--- src/rtl/core/x86ex_pkg.sv ---
// Package for the i386 subset executor: item, result and state types,
// opcode constants and the shared helpers for access checks and sign extension.
// No dependencies.
`default_nettype none
package x86ex_pkg;

  localparam int RAM_BYTES_DEF = 65536;
  localparam int LOW_GUARD_DEF = 4096;
  localparam int FQ_DEPTH      = 2;

  localparam logic [15:0] ENTRY_RST = 16'd4096;
  localparam logic [16:0] LIMIT_RST = 17'd65536;

  localparam logic CFG_ENTRY = 1'b0;
  localparam logic CFG_LIMIT = 1'b1;

  localparam logic [7:0] OPC_0F    = 8'd15;
  localparam logic [7:0] OPC_SUBM  = 8'd41;
  localparam logic [7:0] OPC_PUSHA = 8'd80;
  localparam logic [7:0] OPC_POPA  = 8'd88;
  localparam logic [7:0] OPC_POPC  = 8'd89;
  localparam logic [7:0] OPC_POPD  = 8'd90;
  localparam logic [7:0] OPC_POPB  = 8'd91;
  localparam logic [7:0] OPC_JZ    = 8'd116;
  localparam logic [7:0] OPC_JNZ   = 8'd117;
  localparam logic [7:0] OPC_SUBI  = 8'd129;
  localparam logic [7:0] OPC_TEST  = 8'd133;
  localparam logic [7:0] OPC_XCHG  = 8'd135;
  localparam logic [7:0] OPC_MOVB  = 8'd136;
  localparam logic [7:0] OPC_MOVSP = 8'd137;
  localparam logic [7:0] OPC_LDW   = 8'd139;
  localparam logic [7:0] OPC_POPM  = 8'd143;
  localparam logic [7:0] OPC_MOVI  = 8'd184;
  localparam logic [7:0] OPC_RET   = 8'd195;
  localparam logic [7:0] OPC_INT   = 8'd205;
  localparam logic [7:0] OPC_CALL  = 8'd232;
  localparam logic [7:0] OPC_DEC   = 8'd254;

  localparam logic [7:0] SUB_SETGE = 8'd157;
  localparam logic [7:0] SUB_MOVZB = 8'd182;
  localparam logic [7:0] SUB_MOVSB = 8'd190;
  localparam logic [7:0] MODRM_AL  = 8'd192;
  localparam logic [7:0] MODRM_SP  = 8'd4;
  localparam logic [7:0] SIB_SP    = 8'd36;
  localparam logic [7:0] MODRM_BP  = 8'd237;
  localparam logic [7:0] MODRM_XCH = 8'd236;
  localparam logic [7:0] MODRM_CL  = 8'd8;
  localparam logic [7:0] MODRM_MOV = 8'd229;
  localparam logic [7:0] MODRM_EAX = 8'd0;
  localparam logic [7:0] INT_VEC   = 8'h80;
  localparam logic [7:0] MODRM_DEC = 8'd200;

  localparam logic [31:0] SYS_EXIT  = 32'd1;
  localparam logic [31:0] SYS_READ  = 32'd3;
  localparam logic [31:0] SYS_WRITE = 32'd4;

  typedef enum logic [1:0] {
    OP_LOAD  = 2'd0,
    OP_START = 2'd1,
    OP_STEP  = 2'd2,
    OP_NOP   = 2'd3
  } op_e;

  typedef enum logic [3:0] {
    ST_OK      = 4'd0,
    ST_EXIT    = 4'd1,
    ST_READ    = 4'd2,
    ST_WRITE   = 4'd3,
    ST_LIMIT   = 4'd4,
    ST_ZPAGE   = 4'd5,
    ST_BADINSN = 4'd6,
    ST_BADSYS  = 4'd7,
    ST_HALTED  = 4'd8
  } status_e;

  typedef enum logic [2:0] {
    S_CLEAR, S_IDLE, S_FETCH, S_DECODE, S_MRD, S_MWR, S_COMMIT, S_DONE
  } state_e;

  typedef struct packed {
    op_e         op;
    logic [15:0] addr;
    logic [7:0]  data;
  } item_t;

  typedef struct packed {
    status_e     status;
    logic [31:0] pc;
    logic [31:0] a;
    logic [31:0] b;
    logic [31:0] c;
    logic [31:0] d;
  } result_t;

  function automatic status_e check_access(logic [31:0] addr, logic [32:0] len,
                                           logic [32:0] lim, logic [32:0] guard);
    logic [33:0] endp;
    endp = {2'b00, addr} + {1'b0, len};
    if ({1'b0, addr} > lim || endp > {1'b0, lim}) return ST_LIMIT;
    if ({1'b0, addr} < guard) return ST_ZPAGE;
    return ST_OK;
  endfunction

  function automatic logic [31:0] sext8(logic [7:0] v);
    return {{24{v[7]}}, v};
  endfunction

endpackage
`default_nettype wire

--- src/rtl/core/x86ex_front.sv ---
// Front end: takes items from the input port, classifies the operation
// and buffers them in a short queue for the back end. Uses x86ex_pkg.
`default_nettype none
module x86ex_front (
  input  wire logic            clk_i,
  input  wire logic            rst_ni,
  input  wire logic            push_i,
  input  wire logic [1:0]      operation_i,
  input  wire logic [15:0]     load_address_i,
  input  wire logic [7:0]      load_byte_i,
  input  wire logic            hold_i,
  output logic                 full_o,
  input  wire logic            pop_i,
  output x86ex_pkg::item_t     head_o,
  output logic                 empty_o
);

  localparam int PW = $clog2(x86ex_pkg::FQ_DEPTH);
  localparam int CW = $clog2(x86ex_pkg::FQ_DEPTH + 1);
  localparam logic [PW-1:0] LAST = PW'(x86ex_pkg::FQ_DEPTH - 1);
  localparam logic [CW-1:0] DEPTH_C = CW'(x86ex_pkg::FQ_DEPTH);

  x86ex_pkg::item_t slot_q [x86ex_pkg::FQ_DEPTH];
  logic [PW-1:0] wptr_q, wptr_d, rptr_q, rptr_d;
  logic [CW-1:0] cnt_q, cnt_d;
  logic do_push, do_pop;

  assign full_o  = (cnt_q == DEPTH_C) || hold_i;
  assign empty_o = (cnt_q == '0);
  assign do_push = push_i && !full_o;
  assign do_pop  = pop_i && !empty_o;
  assign head_o  = slot_q[rptr_q];

  always_comb begin
    wptr_d = wptr_q;
    rptr_d = rptr_q;
    cnt_d  = cnt_q;
    if (do_push) wptr_d = (wptr_q == LAST) ? '0 : wptr_q + 1'b1;
    if (do_pop)  rptr_d = (rptr_q == LAST) ? '0 : rptr_q + 1'b1;
    if (do_push && !do_pop) cnt_d = cnt_q + 1'b1;
    else if (!do_push && do_pop) cnt_d = cnt_q - 1'b1;
  end

  always_ff @(posedge clk_i or negedge rst_ni) begin
    if (!rst_ni) begin
      wptr_q <= '0;
      rptr_q <= '0;
      cnt_q  <= '0;
    end else begin
      wptr_q <= wptr_d;
      rptr_q <= rptr_d;
      cnt_q  <= cnt_d;
    end
  end

  always_ff @(posedge clk_i) begin
    if (do_push) begin
      slot_q[wptr_q] <= '{op: x86ex_pkg::op_e'(operation_i),
                          addr: load_address_i, data: load_byte_i};
    end
  end

endmodule
`default_nettype wire

--- config.mk ---
export PLATFORM = sky130hd
export DESIGN_NAME = x86ex_front
export DESIGN_NICKNAME = d
export VERILOG_FILES = /design/src/rtl/core/x86ex_pkg.sv /design/src/rtl/core/x86ex_front.sv
export SDC_FILE = /design/constraint.sdc
export NUM_CORES = 1
export LEC_CHECK = 0
export BUFFER_PORTS_ARGS = -buffer_cell sky130_fd_sc_hd__clkbuf_2
export CORE_UTILIZATION = 55
export CTS_CLUSTER_SIZE = 16
export DETAILED_ROUTE_END_ITERATION = 7
export GPL_ROUTABILITY_DRIVEN = 0
export PLACE_DENSITY = 0.83
export REMOVE_ABC_BUFFERS = 1
export SETUP_SLACK_MARGIN = 0.15
export SLEW_MARGIN = 20
export SYNTH_ARGS = -nofsm -noshare
export SYNTH_HDL_FRONTEND = slang
export SYNTH_SLANG_ARGS = --single-unit
--- constraint.sdc ---
create_clock -name clk_i -period 3.4 [get_ports clk_i]
set_clock_uncertainty 0.1 [all_clocks]
set_input_delay 0.34 -clock clk_i [delete_from_list [all_inputs] [get_ports clk_i]]
set_output_delay 0.34 -clock clk_i [all_outputs]
set_load 0.1 [all_outputs]
; Yosys cells after proc, flatten, opt, wreduce, memory -nomap -nowiden
; Memories as Yosys holds them, arrays and structs flattened.
; Cells that the tools add are included.
[classes]
add_sub_neg = 4
multipliers = 0
n_div = 0
magnitude_cmp = 0
eq_ne = 1
shift = 0
n_mux = 6
n_bitwise = 0
n_reduce_logical = 11
[ops]
columns = cell, count
row1 = $logic_and 1x1->1, 4
row2 = $logic_not 1->1, 4
row3 = $mux 1, 4
row4 = $mux 2, 2
row5 = $add 1x1->1 const B, 2
row6 = $add 2x1->2 const B, 1
row7 = $eq 2x2->1 const B, 1
row8 = $logic_not 2->1, 1
row9 = $reduce_bool 2->1, 1
row10 = $sub 2x1->2 const B, 1
row11 = $logic_or 1x1->1, 1
[word_totals]
regBits = 4
latch_bits = 0
mem_bits_rw = 52
rom_bits = 0
in_bits = 31
output_inout_bits = 28
wordCells = 26
n_memories = 1
[memory_table]
columns = memory, words, width, rd, rd_ports_with_merged_regs, write_ports, line_no
row1 = slot_q, 2, 26, 1, 0, 1, x86ex_front.sv:23  ; x86ex_pkg::item_t slot_q [x86ex_pkg::FQ_DEPTH];

; Longest topological paths before layout
[depth]
word_depth = 8
mapped_depth = 7
ltp_nobuf = 7

; Worst setup path before layout
; Ideal clock, no wire load.
[synth_path]
kind = register -> register
start = register cnt_q[0]
end = memory slot_q[0][0] in the netlist's numbering (enable)
setup_time_ps = 409
arrival_time_ps = 1773
t_required_ps = 2891
slack_ps = 1118
stages_incl_launch_ff = 4
n_path_buf = 0
synth_period_minus_slack_ps = 2282
cell_sequence = dfrtp_1 -> nand2b_4 -> nand3b_4 -> nor2_1
[synth_via]
elab_chain_cells = 6
[synth_lines]
columns = element, line_no
row1 = "start, declared", x86ex_front.sv:25  ; logic [CW-1:0] cnt_q, cnt_d;
row2 = "start signal, assigned", x86ex_front.sv:52  ; cnt_q <= cnt_d;
row3 = $eq 2x2->1, x86ex_front.sv:28  ; assign full_o = (cnt_q == DEPTH_C) || hold_i;
row4 = $logic_or 1x1->1, x86ex_front.sv:28
row5 = $logic_not 1->1, x86ex_front.sv:30  ; assign do_push = push_i && !full_o;
row6 = $logic_and 1x1->1, x86ex_front.sv:30
row7 = $mux 1, x86ex_front.sv:57  ; if (do_push) begin
row8 = $mux 1 (not written as such), x86ex_front.sv:58  ; slot_q[wptr_q] <= '{op: x86ex_pkg::op_e'(operation_i),
row9 = "end, declared", x86ex_front.sv:23
; No other way between the ends.

==> flow_summary.json <==
{
  "die_h_um": 65.0,
  "max_freq_mhz": 406,
  "final_design_area_no_fill_um2": 2610,
  "grt_pass1_vias": 1119,
  "worstHoldPathType": "in2reg",
  "syn2layout_area_growth_pct": 19.8,
  "layout_min_cycle_time_ns": 2.46,
  "synth_warnings": 0,
  "io_buffers": 58,
  "yosysUniqueCellTypes": 15,
  "arrival_ns": 2.02,
  "cts_made_buffers": 5,
  "drive_gt1_share_pct": 57.5,
  "rows": 22,
  "clk_path_buf_depth": 2,
  "outcome": "finished, final reports clean",
  "grt_pass1_wl_um": 4910,
  "cts_resized": 0,
  "clkSinkCount": 56,
  "ant_nets": 0,
  "clkSlewWorstSetupHoldPaths_ns": 0.08,
  "cap_violations": 0,
  "grtUsageTotal_pct": 16.7,
  "dpl.hpwl_um": 2270,
  "route.detailed.drc": 0,
  "core_um2": 3740,
  "cts_root_buffer": "clkbuf_8",
  "period_share_pct": 72.4,
  "synth-seq-cells": 56,
  "slew_headroom_pct": 61.5,
  "die-area_um2": 4220,
  "finalMaxSlewViolations": 0,
  "drt_iter0_markers": 19,
  "synth-seq-area-share_pct": 76.1,
  "fin_util_pct": 69.8,
  "post_cts_buffers": 0,
  "postSynthCellCount": 100,
  "postCtsHoldBufs": 1,
  "fill_cells": 263,
  "dpl-instance-area_um2": 2520,
  "grt_overflow": 0,
  "worst_setup_path_end_kind": "output pin",
  "rsz0062_at_grt": "false",
  "cp.required_ns": 2.96,
  "via_count": 1096,
  "setup_viol": 0,
  "antenna_found_initial": 0,
  "fin_nets": 198,
  "crit_type": "reg2out",
  "num_antenna_cells": 0,
  "cts_tree": "done",
  "ff_latch_area_um2": 1660,
  "clk_latency_ns": 0.29,
  "wirelength_um": 3210,
  "path_max_fanout": 20,
  "io_pins": 59,
  "tightest_slew_ns": 0.576,
  "final_cell_mix": "clkbuf_2 (58), edfxtp_1 (52), mux2_4 (19)",
  "final_common_cell": "clkbuf_2",
  "critPathLaunchType": "flop",
  "vias_per_cell": 5.10,
  "multiInputGateArea_um2": 485,
  "hold_slack_ns": 0.127,
  "syn_area_um2": 2180,
  "drt-pass1-iter-count": 4,
  "fp.dieW_um": 65.0,
  "grt_max_degree": 27,
  "avgSynthCellArea_um2": 21.8,
  "cts_htree_levels": 2,
  "start_util_pct": 58.3,
  "wl_per_cell_um": 14.9,
  "fin_tns_setup_ns": 0,
  "hold_viol_final": 0
}
[synthesized netlist by cell type]
master    number  area share (%)
xor2_1         2            0.80
buf_6          3             1.5
dfrtp_1        4             4.6
mux2_4        19              13
edfxtp_1      52              72
nand3b_4       1            0.92
inv_2          1            0.17
nand2b_4       1            0.63
mux2_2         7             3.6
o21ai_1        1            0.23
ha_1           1            0.57
nor2_1         3            0.52
nand2b_1       1            0.29
and2_1         1            0.29
xnor2_1        3             1.2
[registers in the layout, summed over array words and instances, names as in the netlist]
signal and count:
cnt_q 2, rptr_q 1, slot_q 52, wptr_q 1
[logic make-up after synthesis]
logic type | after synthesis | synth area share [%]
AO/OA/AOI/OAI | 1 | 0.229
AND/OR/NAND/NOR | 7 | 2.64
buffers and inverters | 4 | 1.72
adder cells (fa/ha/maj) | 1 | 0.573
multiplexers | 26 | 16.7
flip-flops | 56 | 76.1
XOR/XNOR | 5 | 2.01
[stage by stage]
| stage | setup slack (ns) | instances |
|---|---|---|
| after floorplan | 1.12 | 97 |
| after global placement | 1.29 | 206 |
| after detailed placement | 1.26 | 206 |
| after CTS | 0.904 | 215 |
| after global routing | 0.845 | 215 |
| final | 0.939 | 215 |
[metal layers]
layer,vias to the layer above,part of all wire (%),global-route usage [%],routed length [um]
li1,512,-,-,-
met3,8,7.7,5.63,248
met1,527,37,18.2,1200
met4,0,2.3,8.89,73
met2,49,53,28.5,1690
met5,-,0,0,0
[area by class of cell]
| class | count | share of cell area (%) |
|---|---|---|
| clock buffers | 7 | 2.92 |
| clock inverters | 1 | 0.144 |
| inverters | 1 | 0.144 |
| multi-input cells | 40 | 18.6 |
| flip-flops and latches | 56 | 63.6 |
| well taps | 48 | 2.30 |
| repair buffers | 62 | 12.4 |
[final timing paths]
kind / startpoint / endpoint / slack (ns) / cells past startpoint
max in group asynchronous: rst_ni / wptr_q / 2.81 / 2
min in group asynchronous: rst_ni / cnt_q[1] / 0.27 / 2
worst min register to register: wptr_q / wptr_q / 0.42 / 1
worst max-delay path: rptr_q / head_o[4] / 0.94 / 3
worst min-delay path: load_byte_i[5] / slot_q[1][5] / 0.13 / 1
worst max register to register: cnt_q[0] / slot_q[0][20] / 1.45 / 4
[critical path, cell delays in order (launching register included)]
cell and delay [ns]:
dfrtp_1 0.55, buf_4 0.42, mux2_2 0.38, clkbuf_2 0.37
Power is left out: the tool's default activity adds up to more than one toggle a clock period on the data nets, which glitch-free logic cannot reach.
